==> src/rtl/mtd_pkg.sv <==
// Shared types and constants for the motor telemetry decoder.
// No dependencies; imported by every module of the block.
package mtd_pkg;

  localparam int MOTOR_W    = 3;
  localparam int FRAME_W    = 12;
  localparam int VALUE_W    = 20;
  localparam int KIND_W     = 3;
  localparam int KIND_COUNT = 8;
  localparam int TEMP_W     = 8;
  localparam int MANT_W     = 9;
  localparam int PERIOD_W   = 16;
  localparam int DIV_STEPS  = VALUE_W;
  localparam int CNT_W      = 5;

  localparam int S_TDATA_W = 16;
  localparam int S_TUSER_W = 4;
  localparam int M_TDATA_W = 32;
  localparam int M_TUSER_W = 4;

  localparam logic [KIND_W-1:0]  KIND_ERPM  = 3'd0;
  localparam logic [KIND_W-1:0]  KIND_TEMP  = 3'd1;
  localparam logic [KIND_W-1:0]  KIND_STATE = 3'd7;

  localparam logic [FRAME_W-1:0] FRAME_ZERO_RPM     = 12'hFFF;
  localparam logic [FRAME_W-1:0] FRAME_STATE_ENABLE = 12'hE00;
  localparam logic [VALUE_W-1:0] ERPM_NUMERATOR     = 20'd600000;

  typedef enum logic [1:0] {
    S_IDLE,
    S_DECODE,
    S_DIVIDE,
    S_WRITE
  } state_t;

  typedef struct packed {
    logic capture;
    logic decode;
    logic div_step;
    logic commit;
  } mtd_cmd_t;

  typedef struct packed {
    logic need_div;
    logic out_free;
  } mtd_sts_t;

endpackage

==> src/rtl/mtd_ctrl.sv <==
// Sequencer for the motor telemetry decoder: accept, decode, divide, write.
// Depends on mtd_pkg; drives the command struct of mtd_datapath.
module mtd_ctrl
  import mtd_pkg::*;
(
  input  logic     clk,
  input  logic     rst,
  input  logic     in_valid,
  output logic     in_ready,
  input  mtd_sts_t sts,
  output mtd_cmd_t cmd
);

  state_t             state;
  state_t             state_next;
  logic [CNT_W-1:0]   step_cnt;

  always_ff @(posedge clk) begin
    if (rst) begin
      state <= S_IDLE;
    end else begin
      state <= state_next;
    end
  end

  // count divider steps; clear while decoding
  always_ff @(posedge clk) begin
    if (rst) begin
      step_cnt <= '0;
    end else if (state == S_DECODE) begin
      step_cnt <= '0;
    end else if (state == S_DIVIDE) begin
      step_cnt <= step_cnt + CNT_W'(1);
    end
  end

  always_comb begin
    state_next = state;
    unique case (state)
      S_IDLE:   if (in_valid) state_next = S_DECODE;
      S_DECODE: state_next = sts.need_div ? S_DIVIDE : S_WRITE;
      S_DIVIDE: if (step_cnt == CNT_W'(DIV_STEPS - 1)) state_next = S_WRITE;
      S_WRITE:  if (sts.out_free) state_next = S_IDLE;
      default:  state_next = S_IDLE;
    endcase
  end

  // hold ready low during reset so no word is taken before the sequencer runs
  always_comb begin
    in_ready     = (state == S_IDLE) && !rst;
    cmd.capture  = (state == S_IDLE) && in_valid && !rst;
    cmd.decode   = (state == S_DECODE);
    cmd.div_step = (state == S_DIVIDE);
    cmd.commit   = (state == S_WRITE) && sts.out_free;
  end

endmodule

==> src/rtl/mtd_datapath.sv <==
// Datapath of the motor telemetry decoder: frame classification, restoring
// divider, per-motor store and output register. Depends on mtd_pkg.
module mtd_datapath
  import mtd_pkg::*;
#(
  parameter int MOTOR_COUNT = 8
) (
  input  logic                 clk,
  input  logic                 rst,
  input  mtd_cmd_t             cmd,
  output mtd_sts_t             sts,
  input  logic [MOTOR_W-1:0]   in_motor,
  input  logic [FRAME_W-1:0]   in_frame,
  input  logic                 in_pending,
  output logic                 out_valid,
  input  logic                 out_ready,
  output logic [VALUE_W-1:0]   out_value,
  output logic [KIND_W-1:0]    out_kind,
  output logic                 out_frame_valid,
  output logic                 out_erpm_active,
  output logic [TEMP_W-1:0]    out_peak
);

  // captured word
  logic [MOTOR_W-1:0]    motor_q;
  logic [FRAME_W-1:0]    frame_q;
  logic                  pending_q;

  // decode result
  logic [KIND_W-1:0]     res_kind;
  logic                  res_valid;
  logic [TEMP_W-1:0]     res_byte;
  logic                  res_from_div;

  // divider
  logic [PERIOD_W-1:0]   rem_q;
  logic [VALUE_W-1:0]    quo_q;
  logic [PERIOD_W-1:0]   divisor_q;

  // per-motor store
  logic [KIND_COUNT-1:0] seen_mem [MOTOR_COUNT];
  logic [TEMP_W-1:0]     peak_mem [MOTOR_COUNT];

  logic                  in_range;
  logic [KIND_COUNT-1:0] seen_rd;
  logic [TEMP_W-1:0]     peak_rd;

  logic [3:0]            nib;
  logic [MANT_W-1:0]     mant;
  logic [PERIOD_W-1:0]   period;
  logic                  ext_ok;
  logic                  ext_frame;
  logic [KIND_W-1:0]     dec_kind;
  logic                  dec_valid;
  logic [TEMP_W-1:0]     dec_byte;
  logic                  dec_div;

  logic [PERIOD_W:0]     trial;
  logic                  trial_ge;

  logic [VALUE_W-1:0]    val_final;
  logic [KIND_COUNT-1:0] seen_new;
  logic                  temp_raise;
  logic [TEMP_W-1:0]     peak_new;
  logic                  store_wr;

  always_ff @(posedge clk) begin
    if (cmd.capture) begin
      motor_q   <= in_motor;
      frame_q   <= in_frame;
      pending_q <= in_pending;
    end
  end

  always_comb begin
    in_range = 1'b0;
    seen_rd  = '0;
    peak_rd  = '0;
    for (int m = 0; m < MOTOR_COUNT; m++) begin
      if (int'(motor_q) == m) begin
        in_range = 1'b1;
        seen_rd  = seen_mem[m];
        peak_rd  = peak_mem[m];
      end
    end
  end

  // classify the frame against what this motor has shown so far
  always_comb begin
    nib       = frame_q[FRAME_W-1:FRAME_W-4];
    mant      = frame_q[MANT_W-1:0];
    period    = PERIOD_W'(mant) << frame_q[FRAME_W-1:MANT_W];
    ext_ok    = |seen_rd[KIND_COUNT-1:1];
    ext_frame = (nib != 4'd0) && !nib[0];
    dec_kind  = KIND_ERPM;
    dec_byte  = '0;
    dec_valid = 1'b0;
    dec_div   = 1'b0;
    priority if (ext_ok && ext_frame) begin
      dec_kind  = nib[3:1];
      dec_byte  = frame_q[TEMP_W-1:0];
      dec_valid = 1'b1;
    end else if (!ext_ok && pending_q) begin
      if (frame_q == FRAME_STATE_ENABLE) begin
        dec_kind  = KIND_STATE;
        dec_valid = 1'b1;
      end
    end else if (frame_q == FRAME_ZERO_RPM) begin
      dec_valid = 1'b1;
    end else if (mant != '0) begin
      dec_valid = 1'b1;
      dec_div   = 1'b1;
    end else begin
      // zero period: drop the word as invalid
      dec_valid = 1'b0;
    end
  end

  assign sts.need_div = dec_div;

  always_ff @(posedge clk) begin
    if (cmd.decode) begin
      res_kind     <= dec_kind;
      res_valid    <= dec_valid;
      res_byte     <= dec_byte;
      res_from_div <= dec_div;
    end
  end

  // restoring division, one quotient bit per step; numerator rounds by period/2
  assign trial    = {rem_q, quo_q[VALUE_W-1]};
  assign trial_ge = trial >= {1'b0, divisor_q};

  always_ff @(posedge clk) begin
    if (cmd.decode) begin
      rem_q     <= '0;
      quo_q     <= ERPM_NUMERATOR + VALUE_W'(period >> 1);
      divisor_q <= period;
    end else if (cmd.div_step) begin
      rem_q <= trial_ge ? PERIOD_W'(trial - {1'b0, divisor_q}) : trial[PERIOD_W-1:0];
      quo_q <= {quo_q[VALUE_W-2:0], trial_ge};
    end
  end

  always_comb begin
    val_final  = res_from_div ? quo_q : VALUE_W'(res_byte);
    seen_new   = seen_rd;
    if (res_valid) seen_new = seen_rd | (KIND_COUNT'(1) << res_kind);
    temp_raise = res_valid && (res_kind == KIND_TEMP) && (res_byte > peak_rd);
    peak_new   = temp_raise ? res_byte : peak_rd;
    store_wr   = cmd.commit && in_range && res_valid;
  end

  always_ff @(posedge clk) begin
    if (rst) begin
      for (int m = 0; m < MOTOR_COUNT; m++) begin
        seen_mem[m] <= '0;
        peak_mem[m] <= '0;
      end
    end else if (store_wr) begin
      for (int m = 0; m < MOTOR_COUNT; m++) begin
        if (int'(motor_q) == m) begin
          seen_mem[m] <= seen_new;
          peak_mem[m] <= peak_new;
        end
      end
    end
  end

  // output register
  assign sts.out_free = !out_valid || out_ready;

  always_ff @(posedge clk) begin
    if (rst) begin
      out_valid <= 1'b0;
    end else if (cmd.commit) begin
      out_valid <= 1'b1;
    end else if (out_ready) begin
      out_valid <= 1'b0;
    end
  end

  always_ff @(posedge clk) begin
    if (cmd.commit) begin
      out_value       <= res_valid ? val_final : '0;
      out_kind        <= res_valid ? res_kind : KIND_ERPM;
      out_frame_valid <= res_valid;
      out_erpm_active <= in_range && seen_new[KIND_ERPM];
      out_peak        <= in_range ? peak_new : '0;
    end
  end

  a_commit_needs_room: assert property (@(posedge clk) disable iff (rst)
    cmd.commit |-> (!out_valid || out_ready))
    else $error("result written over a word still waiting");

  a_commit_shows_word: assert property (@(posedge clk) disable iff (rst)
    cmd.commit |=> out_valid)
    else $error("written result not presented");

  a_invalid_is_zero: assert property (@(posedge clk) disable iff (rst)
    (out_valid && !out_frame_valid) |-> (out_value == '0 && out_kind == KIND_ERPM))
    else $error("rejected frame carries data");

  a_rem_below_divisor: assert property (@(posedge clk) disable iff (rst)
    cmd.div_step |-> (rem_q < divisor_q))
    else $error("divider remainder out of range");

endmodule

==> src/rtl/motor_telemetry_decoder.sv <==
// Top level of the motor telemetry decoder: stream ports, sequencer and datapath.
// Depends on mtd_pkg, mtd_ctrl and mtd_datapath.
//
//   channel  dir  tdata (low bit up)                       tuser (low bit up)
//   s_axis   in   raw_frame[11:0], zero pad to 16          motor_index[2:0], ext_enable_pending[3]
//   m_axis   out  decoded_value[19:0], erpm_active[20],    telemetry_kind[2:0], frame_valid[3]
//                 peak_temperature[28:21], zero pad to 32
//
// An eRPM frame that needs division runs from accept to the next accept through
// capture, decode, 20 steps of the restoring divider, and a write of the store and
// the output register. Every other frame skips the divider steps.
// The per-motor seen bits and peak temperatures clear synchronously under rst.
// A result waits in the output register while the next word is accepted and
// decoded; the write step holds until that register is free.
module motor_telemetry_decoder
  import mtd_pkg::*;
#(
  parameter int MOTOR_COUNT = 8
) (
  input  logic                 clk,
  input  logic                 rst,
  input  logic                 s_axis_tvalid,
  output logic                 s_axis_tready,
  input  logic [S_TDATA_W-1:0] s_axis_tdata,   // raw_frame[11:0]
  input  logic [S_TUSER_W-1:0] s_axis_tuser,   // motor_index[2:0], ext_enable_pending[3]
  output logic                 m_axis_tvalid,
  input  logic                 m_axis_tready,
  output logic [M_TDATA_W-1:0] m_axis_tdata,   // decoded_value, erpm_active, peak_temperature
  output logic [M_TUSER_W-1:0] m_axis_tuser    // telemetry_kind[2:0], frame_valid[3]
);

  mtd_cmd_t             cmd;
  mtd_sts_t             sts;
  logic [VALUE_W-1:0]   decoded_value;
  logic [KIND_W-1:0]    telemetry_kind;
  logic                 frame_valid;
  logic                 erpm_active;
  logic [TEMP_W-1:0]    peak_temperature;

  mtd_ctrl u_ctrl (
    .clk      (clk),
    .rst      (rst),
    .in_valid (s_axis_tvalid),
    .in_ready (s_axis_tready),
    .sts      (sts),
    .cmd      (cmd)
  );

  mtd_datapath #(
    .MOTOR_COUNT (MOTOR_COUNT)
  ) u_datapath (
    .clk             (clk),
    .rst             (rst),
    .cmd             (cmd),
    .sts             (sts),
    .in_motor        (s_axis_tuser[MOTOR_W-1:0]),
    .in_frame        (s_axis_tdata[FRAME_W-1:0]),
    .in_pending      (s_axis_tuser[MOTOR_W]),
    .out_valid       (m_axis_tvalid),
    .out_ready       (m_axis_tready),
    .out_value       (decoded_value),
    .out_kind        (telemetry_kind),
    .out_frame_valid (frame_valid),
    .out_erpm_active (erpm_active),
    .out_peak        (peak_temperature)
  );

  // pack the result word; pad the top bits with zeros
  assign m_axis_tdata = M_TDATA_W'({peak_temperature, erpm_active, decoded_value});
  assign m_axis_tuser = {frame_valid, telemetry_kind};

endmodule
==> config.mk <==
export PLATFORM = sky130hd
export DESIGN_NAME = motor_telemetry_decoder
export DESIGN_NICKNAME = d
export VERILOG_FILES = /design/src/rtl/mtd_pkg.sv /design/src/rtl/mtd_ctrl.sv /design/src/rtl/mtd_datapath.sv /design/src/rtl/motor_telemetry_decoder.sv
export SDC_FILE = /design/constraint.sdc
export NUM_CORES = 1
export LEC_CHECK = 0
export BUFFER_PORTS_ARGS = -buffer_cell sky130_fd_sc_hd__buf_2
export CORE_MARGIN = 8
export CORE_UTILIZATION = 30
export DETAILED_ROUTE_END_ITERATION = 10
export GPL_TIMING_DRIVEN = 1
export SLEW_MARGIN = 5
export SYNTH_ARGS = -nofsm -noshare
export SYNTH_HDL_FRONTEND = slang
export SYNTH_HIERARCHICAL = 1
export SYNTH_SLANG_ARGS = --single-unit
==> constraint.sdc <==
create_clock -name clk -period 3.25 [get_ports clk]
set_input_delay 0.65 -clock clk [delete_from_list [all_inputs] [get_ports clk]]
set_output_delay 0.65 -clock clk [all_outputs]
set_load 0.01 [all_outputs]
==> results of run 1 <==
-- placed cells by master, fill, tap and decap left out, types with 8 or more instances in the layout --
cell type and instances:
sky130_fd_sc_hd__a21oi_1 21, sky130_fd_sc_hd__a22o_1 11, sky130_fd_sc_hd__ha_1 28, sky130_fd_sc_hd__xor2_1 8
sky130_fd_sc_hd__edfxtp_1 226, sky130_fd_sc_hd__buf_4 69, sky130_fd_sc_hd__and2_1 20, sky130_fd_sc_hd__a21o_1 17
sky130_fd_sc_hd__nor3_1 12, sky130_fd_sc_hd__mux2_2 18, sky130_fd_sc_hd__buf_2 54, sky130_fd_sc_hd__clkbuf_16 28
sky130_fd_sc_hd__buf_12 8, sky130_fd_sc_hd__o21ai_0 20, sky130_fd_sc_hd__mux2i_1 58, sky130_fd_sc_hd__mux4_2 9
sky130_fd_sc_hd__inv_1 78, sky130_fd_sc_hd__nor2_2 20, sky130_fd_sc_hd__o21ai_1 18, sky130_fd_sc_hd__buf_6 8
sky130_fd_sc_hd__nand2b_1 12, sky130_fd_sc_hd__nand2_1 56, sky130_fd_sc_hd__nor2b_1 20, sky130_fd_sc_hd__dfxtp_1 24
sky130_fd_sc_hd__nand3_1 19, sky130_fd_sc_hd__and3_1 14, sky130_fd_sc_hd__nor2_1 106, sky130_fd_sc_hd__xnor2_1 14
-- worst paths after layout --
check,from,endpoint,slack (ns),cells past startpoint
worst min-delay path,s_axis_tdata[3],u_datapath/frame_q[3],0.28,1
worst min register to register,u_datapath/rem_q[15],u_datapath/rem_q[15],0.45,1
worst max register to register,u_datapath/motor_q[2],u_datapath/peak_mem[1][8],-0.09,17
worst max-delay path,u_datapath/motor_q[2],u_datapath/peak_mem[1][8],-0.09,17
-- layer usage --
layer  share of wire, %  routed length [um]
met1                 48               14500
met2                 45               13600
met3                5.2                1580
met4                1.6                 479
met5                  0                   0
-- report_power, final --
part | switching (uW) | internal (uW)
clock | 1280 | 1860
sequential | 316 | 4210
combinational | 1760 | 1310
-- sequential cells by signal, indices dropped and copies added (netlist names), 12 cells and up --
| signal | cells |
|---|---|
| u_datapath/divisor_q | 16 |
| u_datapath/frame_q | 12 |
| u_datapath/out_value | 20 |
| u_datapath/peak_mem | 64 |
| u_datapath/quo_q | 20 |
| u_datapath/rem_q | 16 |
| u_datapath/seen_mem | 64 |
-- cell families (layout without fill, tap and decap cells) --
logic type	count (synthesis)	count (layout)
AND/OR/NAND/NOR	335	335
flip-flops	250	250
AO/OA/AOI/OAI	163	163
buffers and inverters	138	271
multiplexers	94	94
adder cells (fa/ha/maj)	32	32
XOR/XNOR	22	22
other	1	3
-- critical path, stage by stage (launching register included) --
cell and delay (ns):
sky130_fd_sc_hd__edfxtp_1 0.37, sky130_fd_sc_hd__buf_6 0.16, sky130_fd_sc_hd__buf_12 0.14, sky130_fd_sc_hd__buf_4 0.14, sky130_fd_sc_hd__buf_4 0.17, sky130_fd_sc_hd__a211oi_4 0.26, sky130_fd_sc_hd__o22ai_2 0.11, sky130_fd_sc_hd__o21ai_2 0.10
sky130_fd_sc_hd__ha_1 0.27, sky130_fd_sc_hd__nor2b_1 0.14, sky130_fd_sc_hd__o21a_1 0.17, sky130_fd_sc_hd__o21a_1 0.19, sky130_fd_sc_hd__o21ai_2 0.17, sky130_fd_sc_hd__a221oi_4 0.09, sky130_fd_sc_hd__buf_6 0.15, sky130_fd_sc_hd__mux2i_2 0.18
sky130_fd_sc_hd__buf_6 0.20, sky130_fd_sc_hd__nor2_1 0.06
-- cell type report --
type / count / area, um^2 / share of cell area, %
Tap cell: 532 / 666 / 4.45
Multi-Input combinational cell: 649 / 4760 / 31.8
Inverter: 81 / 304 / 2.03
Clock buffer: 36 / 751 / 5.01
Timing Repair Buffer: 140 / 1070 / 7.12
Clock inverter: 14 / 154 / 1.03
Sequential cell: 250 / 7270 / 48.5
-- through the flow --
| step | setup slack [ns] | cells | setup TNS [ns] |
|---|---|---|---|
| after floorplan | -0.178 | 1037 | -8.34 |
| after global placement | -0.182 | 1639 | -10.31 |
| after detailed placement | -0.224 | 1639 | -13.66 |
| after CTS | -0.0401 | 1700 | -0.743 |
| after global routing | -0.290 | 1702 | -16.91 |
| final | -0.0923 | 1702 | -2.75 |
-- repair_timing --
action / CTS / global route
buffers inserted: 10 / 2
endpoints found under the setup margin: 73 / 73
gates resized for setup: 37 / 41
pin swaps: 17 / 32
cloned: 1 / 0
==> summary.md, run 1 <==
| Metric | Value |
|---|---|
| Share of the synthesized area in the top cell type | 54.9% |
| Layout net count | 1206 |
| Unrepaired setup endpoints after global routing | yes |
| Total detailed-routing wirelength | 30200 um |
| Total global routing track utilization | 12.3% |
| Wire length per cell after detailed routing | about 18 um |
| Final HPWL from detailed placement | 21100 um |
| Sort of element at the end of the critical path | flop |
| Result of the run | finished with violations |
| Post-CTS Hold Fix Bufs | 0 |
| Mapped Cells | approximately 1.0k |
| Post-synth ARST share | 0% |
| Final Max Tran Viols | 0 |
| Share of the clock period used by the worst path after layout | 103% |
| Yosys top cell by area | sky130_fd_sc_hd__edfxtp_1 |
| Detail-routed via count per cell | 4.85 |
| Slack of the critical path | -0.0923 ns |
| # port buffers | 54 |
| Netlist cell types | 72 |
| Number of warnings issued by yosys | 6 |
| Cell area after layout | 15000 um^2 |
| Worst setup SP type | flop |
| Minimum hold slack | 0.284 ns |
| Top-count cell post-synth | sky130_fd_sc_hd__edfxtp_1 |
| Area post-placement | approximately 14000 um^2 |
| Max Root-Sink Buffers | 3 |
| Post-layout utilization of the core | a little under two fifths |
| Wire length of the first global-routing pass | 47100 um |
| Number of antenna cells inserted | 0 |
| Synthesized-area fraction occupied by adder cells | 3.30% |
| Clock tree from TritonCTS | yes |
| Weighted congestion at the end of routability-driven global placement | approximately 0.8 |
| Mux contribution to synthesized area | 8.79% |
| Clock latency on the worst-skew pair | roughly 0.55 ns |
| Number of setup violations in the final report | 67 |
| Required time reported for the critical path endpoint | between 3 and 4 ns |
| Fill cell total of the finished layout | 3953 |
| Worst hold path class | input pin to flop |
| Cts bufs inserted | 28 |
| Maximum fanout count along the critical path | 8 |
| Post-Synth Simple-Gate Area | 13.3% |
| Starting utilization of the core area | between 30% and 40% |
| Highest ir drop seen on vdd | 0.386 mV |
| Overall power after layout | between 10000 and 15000 uW |
| Ports | 62 |
| Critical path start-end classification | flop to flop |
| GR peak layer | met2 |
| GR met3 Demand/Resource | 2.01% |
| Final hold violation count | 0 |
| Fraction of met2 tracks used by global routing | 19.2% |
| Main flop type after synthesis | sky130_fd_sc_hd__edfxtp_1 |
| Dominant combinational cell family by area after synthesis | simple AND/OR/NAND/NOR gates |
| Number of global-route vias before repair | slightly above 8k |
| Power Density | between 700 and 800 nW/um^2 |
| Clock transition at path regs | ~0.060 ns |
| Leak Pwr | 0.00574 uW |
| Number of enable flip-flop cells after synthesis | 226 |
| Share of the synthesized area in compound gates (AO/OA/AOI/OAI) | under 10% |
| Netlist Area Pre-Place | 12400 um^2 |
| Level count of the clock H-tree | 1 |
| Antenna violations before repair | 0 |
| Die height | 219 um |
| Highest achievable clock rate | roughly 0.30 GHz |
| Top cells by count, synth | sky130_fd_sc_hd__edfxtp_1, sky130_fd_sc_hd__nor2_1, sky130_fd_sc_hd__inv_1 |
| Full die area | about 48000 um^2 |
| Per-instance average area after synthesis | 11.9 um^2 |
| Total gr overflow | 0 |
| Antenna-violating nets left | 0 |
| Slew Limit Headroom | 42.7% |
| Flip-flop and latch count after synthesis | 250 |
| Minimum period implied by the final worst setup slack | 3.34 ns |
| Number of vias in the routed layout | 8260 |
| Violated checks | negative setup slack |
| Number of violations of the max-capacitance limit | 0 |
| Total iterations of the first detailed-routing run | 5 |
| P&R area growth vs syn | 21.2% |
| Die Width | 219 um |
| Clock root buffer | sky130_fd_sc_hd__clkbuf_16 |
| Floorplan Core Area | 40700 um^2 |
| Share of layout cells above drive strength 1 | 24.5% |
| Post-synthesis share of cell area spent on xor and xnor gates | 1.56% |
| Proportion of synthesized chip area in sequential cells | between 50% and 60% |
| Starting DRT DRC Count | 578 |
| Worst path arrival time | 3.64 ns |
| Floorplan row count | 74 |
| Setup clock skew after layout | 0.0156 ns |
| Pin count of the biggest net entering global routing | 39 |
| CTS sink count | 250 |
| Slew at the pin closest to its max-slew limit | 0.859 ns |
| Post-detailed-route DRC marker count | 0 |
| Met1 Resource Use GR | 17.8% |
| Cell types occupying the most area after synthesis | sky130_fd_sc_hd__edfxtp_1, sky130_fd_sc_hd__mux2i_1, sky130_fd_sc_hd__nor2_1 |
(Power assumes the default switching activity.)
==> inputs of run 2 (changes only) <==
--- a/config.mk
+++ b/config.mk
@@ -7,8 +7,10 @@
 export LEC_CHECK = 0
 export BUFFER_PORTS_ARGS = -buffer_cell sky130_fd_sc_hd__buf_2
+export CAP_MARGIN = 30
 export CORE_MARGIN = 8
 export CORE_UTILIZATION = 30
 export DETAILED_ROUTE_END_ITERATION = 10
 export GPL_TIMING_DRIVEN = 1
+export SKIP_LAST_GASP = 1
 export SLEW_MARGIN = 5
 export SYNTH_ARGS = -nofsm -noshare
==> constraint.sdc (replaced) <==
create_clock -name clk -period 3.25 [get_ports clk]
set_input_delay 0.4875 -clock clk [delete_from_list [all_inputs] [get_ports clk]]
set_output_delay 0.4875 -clock clk [all_outputs]
set_load 0.01 [all_outputs]
==> summary.md, run 2 (synthesized netlist as in run 1, its figures left out) <==
| Metric | Value |
|---|---|
| Result of the run | finished with violations (unchanged) |
| Violated checks | negative setup slack (unchanged) |
| Setup clock skew after layout | 0.0239 ns (was 0.0156 ns) |
| Post-CTS Hold Fix Bufs | 0 (unchanged) |
| Leak Pwr | 0.00568 uW (was 0.00574 uW) |
| Power Density | 713 nW/um^2 (was 718 nW/um^2) |
| Number of global-route vias before repair | 8155 (was 8212) |
| Worst setup SP type | flop (unchanged) |
| Detail-routed via count per cell | 4.91 (was 4.85) |
| Level count of the clock H-tree | 1 (unchanged) |
| Top library cells by usage in the layout, fill and taps aside | sky130_fd_sc_hd__edfxtp_1, sky130_fd_sc_hd__nor2_1, sky130_fd_sc_hd__inv_1 (unchanged) |
| Commonest non-fill, non-tap cell in the layout | sky130_fd_sc_hd__edfxtp_1 (unchanged) |
| Starting DRT DRC Count | 605 (was 578) |
| Total gr overflow | 0 (unchanged) |
| Cts bufs inserted | 30 (was 28) |
| Floorplan Core Area | 40700 um^2 (unchanged) |
| Post-route setup TNS | -0.889 ns (was -2.75 ns) |
| Number of violations of the max-capacitance limit | 0 (unchanged) |
| Share of layout cells above drive strength 1 | 24.3% (was 24.5%) |
| Ports | 62 (unchanged) |
| Minimum period implied by the final worst setup slack | 3.29 ns (was 3.34 ns) |
| Final HPWL from detailed placement | 21000 um (was 21100 um) |
| Layout net count | 1203 (was 1206) |
| Clock root buffer | sky130_fd_sc_hd__clkbuf_16 (unchanged) |
| Setup Slack @ Placement | -0.171 ns (was -0.224 ns) |
| CTS sink count | 250 (unchanged) |
| P&R area growth vs syn | 20.5% (was 21.2%) |
| Worst path arrival time | 3.59 ns (was 3.64 ns) |
| Worst hold path class | input pin to flop (unchanged) |
| Die Width | 219 um (unchanged) |
| Final hold violation count | 0 (unchanged) |
| Maximum fanout count along the critical path | 8 (unchanged) |
| Sort of element at the end of the critical path | flop (unchanged) |
| Unrepaired setup endpoints after global routing | yes (unchanged) |
| Clock transition at path regs | 0.05 ns (was 0.06 ns) |
| Starting utilization of the core area | 30.3% (unchanged) |
| Number of antenna cells inserted | 0 (unchanged) |
| Antenna-violating nets left | 0 (unchanged) |
| Clock tree from TritonCTS | yes (unchanged) |
| Slack of the critical path | -0.0414 ns (was -0.0923 ns) |
| Total iterations of the first detailed-routing run | 5 (unchanged) |
| Max Root-Sink Buffers | 3 (unchanged) |
| Highest ir drop seen on vdd | 0.427 mV (was 0.386 mV) |
| Number of setup violations in the final report | 50 (was 67) |
| Post-detailed-route DRC marker count | 0 (unchanged) |
| Largest registers in the final layout | u_datapath/peak_mem (64), u_datapath/seen_mem (64) (unchanged) |
| Slew at the pin closest to its max-slew limit | 0.783 ns (was 0.859 ns) |
| Pin count of the biggest net entering global routing | 65 (was 39) |
| Total detailed-routing wirelength | 29900 um (was 30200 um) |
| Weighted congestion at the end of routability-driven global placement | 0.821 (was 0.817) |
| # port buffers | 54 (unchanged) |
| Number of vias in the routed layout | 8365 (was 8260) |
| Wire length of the first global-routing pass | 46800 um (was 47100 um) |
| Share of the clock period used by the worst path after layout | 101% (was 103%) |
| Total global routing track utilization | 12.3% (about the same) |
| Floorplan row count | 74 (unchanged) |
| Critical path start-end classification | flop to flop (unchanged) |
| Required time reported for the critical path endpoint | 3.55 ns (about the same) |
| Antenna violations before repair | 0 (unchanged) |
| Highest achievable clock rate | 0.304 GHz (was 0.299 GHz) |
| Slew Limit Headroom | 47.8% (was 42.7%) |
| Final Max Tran Viols | 0 (unchanged) |
| Overall power after layout | 10600 uW (was 10700 uW) |
| Minimum hold slack | 0.106 ns (was 0.284 ns) |
| Die height | 219 um (unchanged) |
| Full die area | 47900 um^2 (unchanged) |
| Clock latency on the worst-skew pair | 0.56 ns (was 0.55 ns) |
| Wire length per cell after detailed routing | 17.6 um (was 17.8 um) |
==> run 2: cell count changes in the layout (fill, tap and decap cells not counted), moves of 4 or more <==
cell	change
sky130_fd_sc_hd__buf_4	-6
sky130_fd_sc_hd__nor2_4	+5
sky130_fd_sc_hd__clkbuf_1	+4
sky130_fd_sc_hd__nor2_1	-4
==> run 2: final timing paths <==
path	start	to	slack, ns	cells past startpoint
max reg2reg	u_datapath/motor_q[1]	u_datapath/peak_mem[0][5]	-0.04	17
max	u_datapath/motor_q[1]	u_datapath/peak_mem[0][5]	-0.04	17
min	s_axis_tuser[1]	u_datapath/motor_q[1]	0.11	1
min reg2reg	u_datapath/rem_q[15]	u_datapath/rem_q[15]	0.45	1
==> run 2: stage by stage <==
stage	instances	utilization, %	instance area [um^2]
2_1_floorplan	1037	-	12400
3_3_place_gp	1639	33.4	13600
3_5_place_dp	1639	33.4	13600
4_1_cts	1701	36.1	14700
5_1_grt	1703	36.5	14900
6_report	1703	36.5	14900
==> run 2: worst max-delay path, stage by stage (launching register included) <==
cell	delay, ns
sky130_fd_sc_hd__edfxtp_1	0.38
sky130_fd_sc_hd__buf_6	0.16
sky130_fd_sc_hd__buf_12	0.13
sky130_fd_sc_hd__nor2b_4	0.15
sky130_fd_sc_hd__buf_6	0.14
sky130_fd_sc_hd__a22o_1	0.11
sky130_fd_sc_hd__nand2_1	0.05
sky130_fd_sc_hd__o221ai_1	0.08
sky130_fd_sc_hd__a22o_1	0.22
sky130_fd_sc_hd__inv_1	0.06
sky130_fd_sc_hd__ha_1	0.29
sky130_fd_sc_hd__and4_4	0.25
sky130_fd_sc_hd__o21ai_2	0.07
sky130_fd_sc_hd__a221oi_4	0.30
sky130_fd_sc_hd__buf_6	0.17
sky130_fd_sc_hd__mux2i_2	0.21
sky130_fd_sc_hd__buf_6	0.21
sky130_fd_sc_hd__nor2_1	0.05
==> run 2: power breakdown <==
part           leakage (uW)  internal (uW)  switching [uW]  total, uW
sequential          0.00243           4210             310       4520
clock              0.000441           1780            1310       3080
combinational       0.00282           1270            1740       3010
==> run 2: area by class of cell <==
class | count | area [um^2]
inverters | 81 | 304
repair buffers | 135 | 997
fillers | 3999 | 25900
clock inverters | 13 | 90.1
well taps | 532 | 666
clock buffers | 43 | 830
multi-input cells | 649 | 4730
flip-flops and latches | 250 | 7270
==> run 2: per-layer routing <==
| metal | global-route usage, % | up-vias | part of all wire, % |
|---|---|---|---|
| met3 | 2.15 | 39 | 6.0 |
| met5 | 0 | - | 0 |
| met1 | 17.9 | 4118 | 48 |
| li1 | - | 3987 | - |
| met2 | 18.6 | 221 | 44 |
| met4 | 3.09 | 0 | 1.9 |
==> run 2: what timing repair did <==
action,4_1_cts,5_1_grt
setup endpoints to repair,72,73
gates resized for setup,27,54
setup buffers,7,2
pin swaps,16,32
hold endpoints to repair,0,0
gates cloned,0,0
==> inputs of run 3 (changes only) <==
Settings changed: ABC_AREA set to 1.
==> summary.md, run 3 <==
| Metric | Value |
|---|---|
| End point of the most critical hold path | u_datapath/frame_q[7] (was u_datapath/motor_q[1]) |
| Critical path start-end classification | flop to flop (unchanged) |
| Cell area after layout | 14800 um^2 (was 14900 um^2) |
| Required time reported for the critical path endpoint | 3.53 ns (was 3.55 ns) |
| Largest registers in the final layout | u_datapath/peak_mem (64), u_datapath/seen_mem (64) (unchanged) |
| Cts bufs inserted | 28 (was 30) |
| Share of layout cells above drive strength 1 | 17.4% (was 24.3%) |
| Sort of element at the end of the critical path | flop (unchanged) |
| Worst reg-to-reg setup slack | 0.02 ns (was -0.04 ns) |
| Final hold violation count | 0 (unchanged) |
| Most frequent cell on the critical path | sky130_fd_sc_hd__nand2_1 (was sky130_fd_sc_hd__buf_6) |
| Met2 WL | 12800 um (was 13200 um) |
| Critical-path cell list | nor2_2 -> nand2_1 -> inv_2 -> nand2_1 -> nand3_2 -> a21oi_1 -> nand2_1 -> o21ai_0 -> nand2_1 -> nand2_2 -> ha_4 -> a21oi_1 -> o21a_1 -> o211ai_1 -> nand2_2 -> or2_2 -> nand2_2 -> buf_12 -> nor3_1 (was buf_6 -> buf_12 -> nor2b_4 -> buf_6 -> a22o_1 -> nand2_1 -> o221ai_1 -> a22o_1 -> inv_1 -> ha_1 -> and4_4 -> o21ai_2 -> a221oi_4 -> buf_6 -> mux2i_2 -> buf_6 -> nor2_1) |
| Highest achievable clock rate | 0.310 GHz (was 0.304 GHz) |
| Starting DRT DRC Count | 793 (was 605) |
| Worst path slowest cell | sky130_fd_sc_hd__edfxtp_1 (unchanged) |
| Share of total power in sequential cells | 42.5% (was 42.6%) |
| Number of cells traversed by the worst register-to-register path | 19 (was 17) |
| Gate power share | 26.2% (was 28.3%) |
| Area post-placement | 13500 um^2 (was 13600 um^2) |
| Top-count cell post-synth | sky130_fd_sc_hd__nand2_1 (was sky130_fd_sc_hd__edfxtp_1) |
| Slew at the pin closest to its max-slew limit | 0.743 ns (was 0.783 ns) |
| Clock root buffer | sky130_fd_sc_hd__clkbuf_16 (unchanged) |
| Clock transition at path regs | 0.06 ns (was 0.05 ns) |
| Slack of the critical path | 0.0242 ns (was -0.0414 ns) |
| Antenna-violating nets left | 0 (unchanged) |
| Largest incremental delay on the critical path | 0.51 ns (was 0.38 ns) |
| Layout net count | 1492 (was 1203) |
| Netlist Area Pre-Place | 12200 um^2 (was 12400 um^2) |
| Share of the synthesized area in the top cell type | 55.6% (was 54.9%) |
| Pin count of the biggest net entering global routing | 35 (was 65) |
| Total iterations of the first detailed-routing run | 5 (unchanged) |
| Highest ir drop seen on vdd | 0.418 mV (was 0.427 mV) |
| Total global routing track utilization | 11.9% (was 12.3%) |
| Final Max Tran Viols | 0 (unchanged) |
| Per-instance average area after synthesis | 9.35 um^2 (was 11.9 um^2) |
| Area of combinational cells with multiple inputs | 4230 um^2 (was 4730 um^2) |
| Post-detailed-route DRC marker count | 0 (unchanged) |
| Final HPWL from detailed placement | 21500 um (was 21000 um) |
| Kind of cell with the highest combined delay on the critical path | simple AND/OR/NAND/NOR gates (was buffers and inverters) |
| Floorplan row count | 74 (unchanged) |
| Setup Slack @ Placement | -0.150 ns (was -0.171 ns) |
| Number of warnings issued by yosys | 6 (unchanged) |
| Share of the clock period used by the worst path after layout | 99.3% (was 101%) |
| Setup clock skew after layout | 0.0219 ns (was 0.0239 ns) |
| Area taken by flip-flops and latches | 7270 um^2 (unchanged) |
| Worst setup SP type | flop (unchanged) |
| Mapped Cells | 1305 (was 1035) |
| Proportion of synthesized chip area in sequential cells | 59.5% (was 58.8%) |
| Top library cells by usage in the layout, fill and taps aside | sky130_fd_sc_hd__nand2_1, sky130_fd_sc_hd__edfxtp_1, sky130_fd_sc_hd__inv_1 (was sky130_fd_sc_hd__edfxtp_1, sky130_fd_sc_hd__nor2_1, sky130_fd_sc_hd__inv_1) |
| Worst path arrival time | 3.50 ns (was 3.59 ns) |
| Post-synth ARST share | 0% (unchanged) |
| Number of enable flip-flop cells after synthesis | 226 (unchanged) |
| Cell types occupying the most area after synthesis | sky130_fd_sc_hd__edfxtp_1, sky130_fd_sc_hd__nand2_1, sky130_fd_sc_hd__inv_1 (was sky130_fd_sc_hd__edfxtp_1, sky130_fd_sc_hd__mux2i_1, sky130_fd_sc_hd__nor2_1) |
| Full die area | 47400 um^2 (was 47900 um^2) |
| Result of the run | completed (was finished with violations) |
| Switching fraction of total power | 31.8% (was 31.6%) |
| CTS sink count | 250 (unchanged) |
| Reported net switching power | 3360 uW (about the same) |
| Clock latency on the worst-skew pair | 0.55 ns (was 0.56 ns) |
| DRT met1 WL | 14300 um (was 14400 um) |
| Worst hold path class | input pin to flop (unchanged) |
| Wire length of the first global-routing pass | 45800 um (was 46800 um) |
| Post-CTS Hold Fix Bufs | 0 (unchanged) |
| Number of antenna cells inserted | 0 (unchanged) |
| Top cells by count, synth | sky130_fd_sc_hd__nand2_1, sky130_fd_sc_hd__edfxtp_1, sky130_fd_sc_hd__inv_1 (was sky130_fd_sc_hd__edfxtp_1, sky130_fd_sc_hd__nor2_1, sky130_fd_sc_hd__inv_1) |
| # port buffers | 54 (unchanged) |
| Instance count along the most critical hold path | 1 (unchanged) |
| Floorplan Core Area | 40500 um^2 (was 40700 um^2) |
| Minimum period implied by the final worst setup slack | 3.23 ns (was 3.29 ns) |
| Number of setup violations in the final report | 0 (was 50) |
| Starting utilization of the core area | 30.2% (was 30.3%) |
| Part of the power in the clock network | 31.3% (was 29.1%) |
| Die height | 218 um (was 219 um) |
| Sum of met3 wire segment lengths after detailed routing | 1730 um (was 1800 um) |
| P&R area growth vs syn | 21.6% (was 20.5%) |
| Crit Reg-Reg Endpoint | u_datapath/peak_mem[0][5] (unchanged) |
| Leak Pwr | 0.00661 uW (was 0.00568 uW) |
| Total detailed-routing wirelength | 29300 um (was 29900 um) |
| Depth of the critical timing path with buffers and inverters included | 19 (was 17) |
| Number of vias in the routed layout | 9153 (was 8365) |
| Fill cell total of the finished layout | 4020 (was 3999) |
| Weighted congestion at the end of routability-driven global placement | 0.844 (was 0.821) |
| Unrepaired setup endpoints after global routing | yes (unchanged) |
| Detail-routed via count per cell | 4.60 (was 4.91) |
| Power Density | 711 nW/um^2 (was 713 nW/um^2) |
| Highest metal layer with signal wires | met5 (was met4) |
| Origin of the critical flop-to-flop path | u_datapath/motor_q[1] (unchanged) |
| Number of global-route vias before repair | 8610 (was 8155) |
| Startpoint of the lowest-slack hold path | s_axis_tdata[7] (was s_axis_tuser[1]) |
| Ports | 62 (unchanged) |
| Max Root-Sink Buffers | 3 (unchanged) |
| Antenna violations before repair | 2 (was 0) |
| Maximum fanout count along the critical path | 8 (unchanged) |
| Slew Limit Headroom | 50.4% (was 47.8%) |
| Netlist cell types | 49 (was 72) |
| Minimum hold slack | 0.115 ns (was 0.106 ns) |
| Number of buffer and inverter instances along the worst setup path | 2 (was 6) |
| Level count of the clock H-tree | 1 (unchanged) |
| Flip-flop and latch count after synthesis | 250 (unchanged) |
| Commonest non-fill, non-tap cell in the layout | sky130_fd_sc_hd__nand2_1 (was sky130_fd_sc_hd__edfxtp_1) |
| Main flop type after synthesis | sky130_fd_sc_hd__edfxtp_1 (unchanged) |
| Clock tree from TritonCTS | yes (unchanged) |
| Internal power | 7200 uW (was 7260 uW) |
| Yosys top cell by area | sky130_fd_sc_hd__edfxtp_1 (unchanged) |
| Total gr overflow | 0 (unchanged) |
| Wire length per cell after detailed routing | 14.7 um (was 17.6 um) |
| Number of violations of the max-capacitance limit | 0 (unchanged) |
| Die Width | 218 um (was 219 um) |
-- run 3: cell count changes in the layout (fill, tap and decap cells not counted), sizes merged, moves of 13 or more --
cell	change
nand2	+265
nand3	+56
inv	+119
a21o	-15
nor2	+44
mux2i	-62
o21ai	+18
and2	-19
mux2	-20
nor2b	-23
nand2b	-13
nand4	+21
-- run 3: timing repair --
item / CTS / global route
setup buffers: 2 / 10
resized for setup: 12 / 52
gates cloned: 0 / 1
pin swaps: 5 / 10
setup endpoints to repair: 70 / 72
-- run 3: cell type report --
type	instances	area share (%)
tap	532	4.48
multi-input combinational	820	28.5
clock inverter	20	1.74
timing repair buffer	136	6.37
clock buffer	31	4.86
sequential	250	49.0
inverter	200	5.11
-- run 3: worst max-delay path by stage --
| stage | from | end | slack (ns) |
|---|---|---|---|
| after global routing | u_datapath/motor_q[0] | u_datapath/peak_mem[1][10] | -0.16 |
| final | u_datapath/motor_q[1] | u_datapath/peak_mem[0][5] | 0.02 |
| after detailed placement | u_datapath/motor_q[1] | u_datapath/peak_mem[0][6] | -0.15 |
| after floorplan | m_axis_tready | u_datapath/peak_mem[1][16] | -0.08 |
| after global placement | u_datapath/motor_q[1] | u_datapath/out_peak[6] | -0.08 |
| after CTS | u_datapath/motor_q[0] | u_datapath/peak_mem[1][24] | 0.002 |
-- run 3: worst register-to-register path, cell delays in order, from the launching register on --
cell	delay, ns
sky130_fd_sc_hd__edfxtp_1	0.51
sky130_fd_sc_hd__nor2_2	0.17
sky130_fd_sc_hd__nand2_1	0.12
sky130_fd_sc_hd__inv_2	0.15
sky130_fd_sc_hd__nand2_1	0.09
sky130_fd_sc_hd__nand3_2	0.08
sky130_fd_sc_hd__a21oi_1	0.04
sky130_fd_sc_hd__nand2_1	0.06
sky130_fd_sc_hd__o21ai_0	0.10
sky130_fd_sc_hd__nand2_1	0.09
sky130_fd_sc_hd__nand2_2	0.08
sky130_fd_sc_hd__ha_4	0.28
sky130_fd_sc_hd__a21oi_1	0.08
sky130_fd_sc_hd__o21a_1	0.18
sky130_fd_sc_hd__o211ai_1	0.20
sky130_fd_sc_hd__nand2_2	0.15
sky130_fd_sc_hd__or2_2	0.31
sky130_fd_sc_hd__nand2_2	0.09
sky130_fd_sc_hd__buf_12	0.12
sky130_fd_sc_hd__nor3_1	0.04
-- run 3: layer usage --
layer	vias to the layer above	global-route usage (%)
li1	4554	-
met1	4306	17.3
met2	248	18.4
met3	41	1.78
met4	4	2.75
met5	-	0
-- run 3: cell families (layout without fill, tap and decap cells) --
logic type | after synthesis | after routing | synth area share (%)
fa+ha+maj | 32 | 32 | 3.34
compound gates | 117 | 117 | 5.32
other cells | 1 | 3 | 0.0307
mux | 3 | 3 | 0.246
simple gates | 649 | 649 | 22.7
xor+xnor | 16 | 16 | 1.15
flops | 250 | 250 | 59.5
buf+inv | 237 | 387 | 7.66
-- run 3: per-stage QoR --
stage | utilization (%) | setup TNS, ns | total power (uW) | instances
6_report | 36.7 | 0 | 10600 | 1989
5_1_grt | 36.7 | -6.89 | 11200 | 1989
4_1_cts | 36.0 | 0 | 10500 | 1978
3_5_place_dp | 33.4 | -6.25 | 7180 | 1925
3_3_place_gp | 33.4 | -2.79 | 7130 | 1925
2_1_floorplan | - | -2.43 | 6210 | 1307
-- run 3: power groups by stage --
stage,Clock [uW],Sequential [uW],Combinational (uW)
floorplan,0,4480,1730
global placement,0,4530,2590
detailed placement,0,4540,2630
CTS,3390,4480,2670
global route,3510,4540,3120
finish,3310,4490,2770
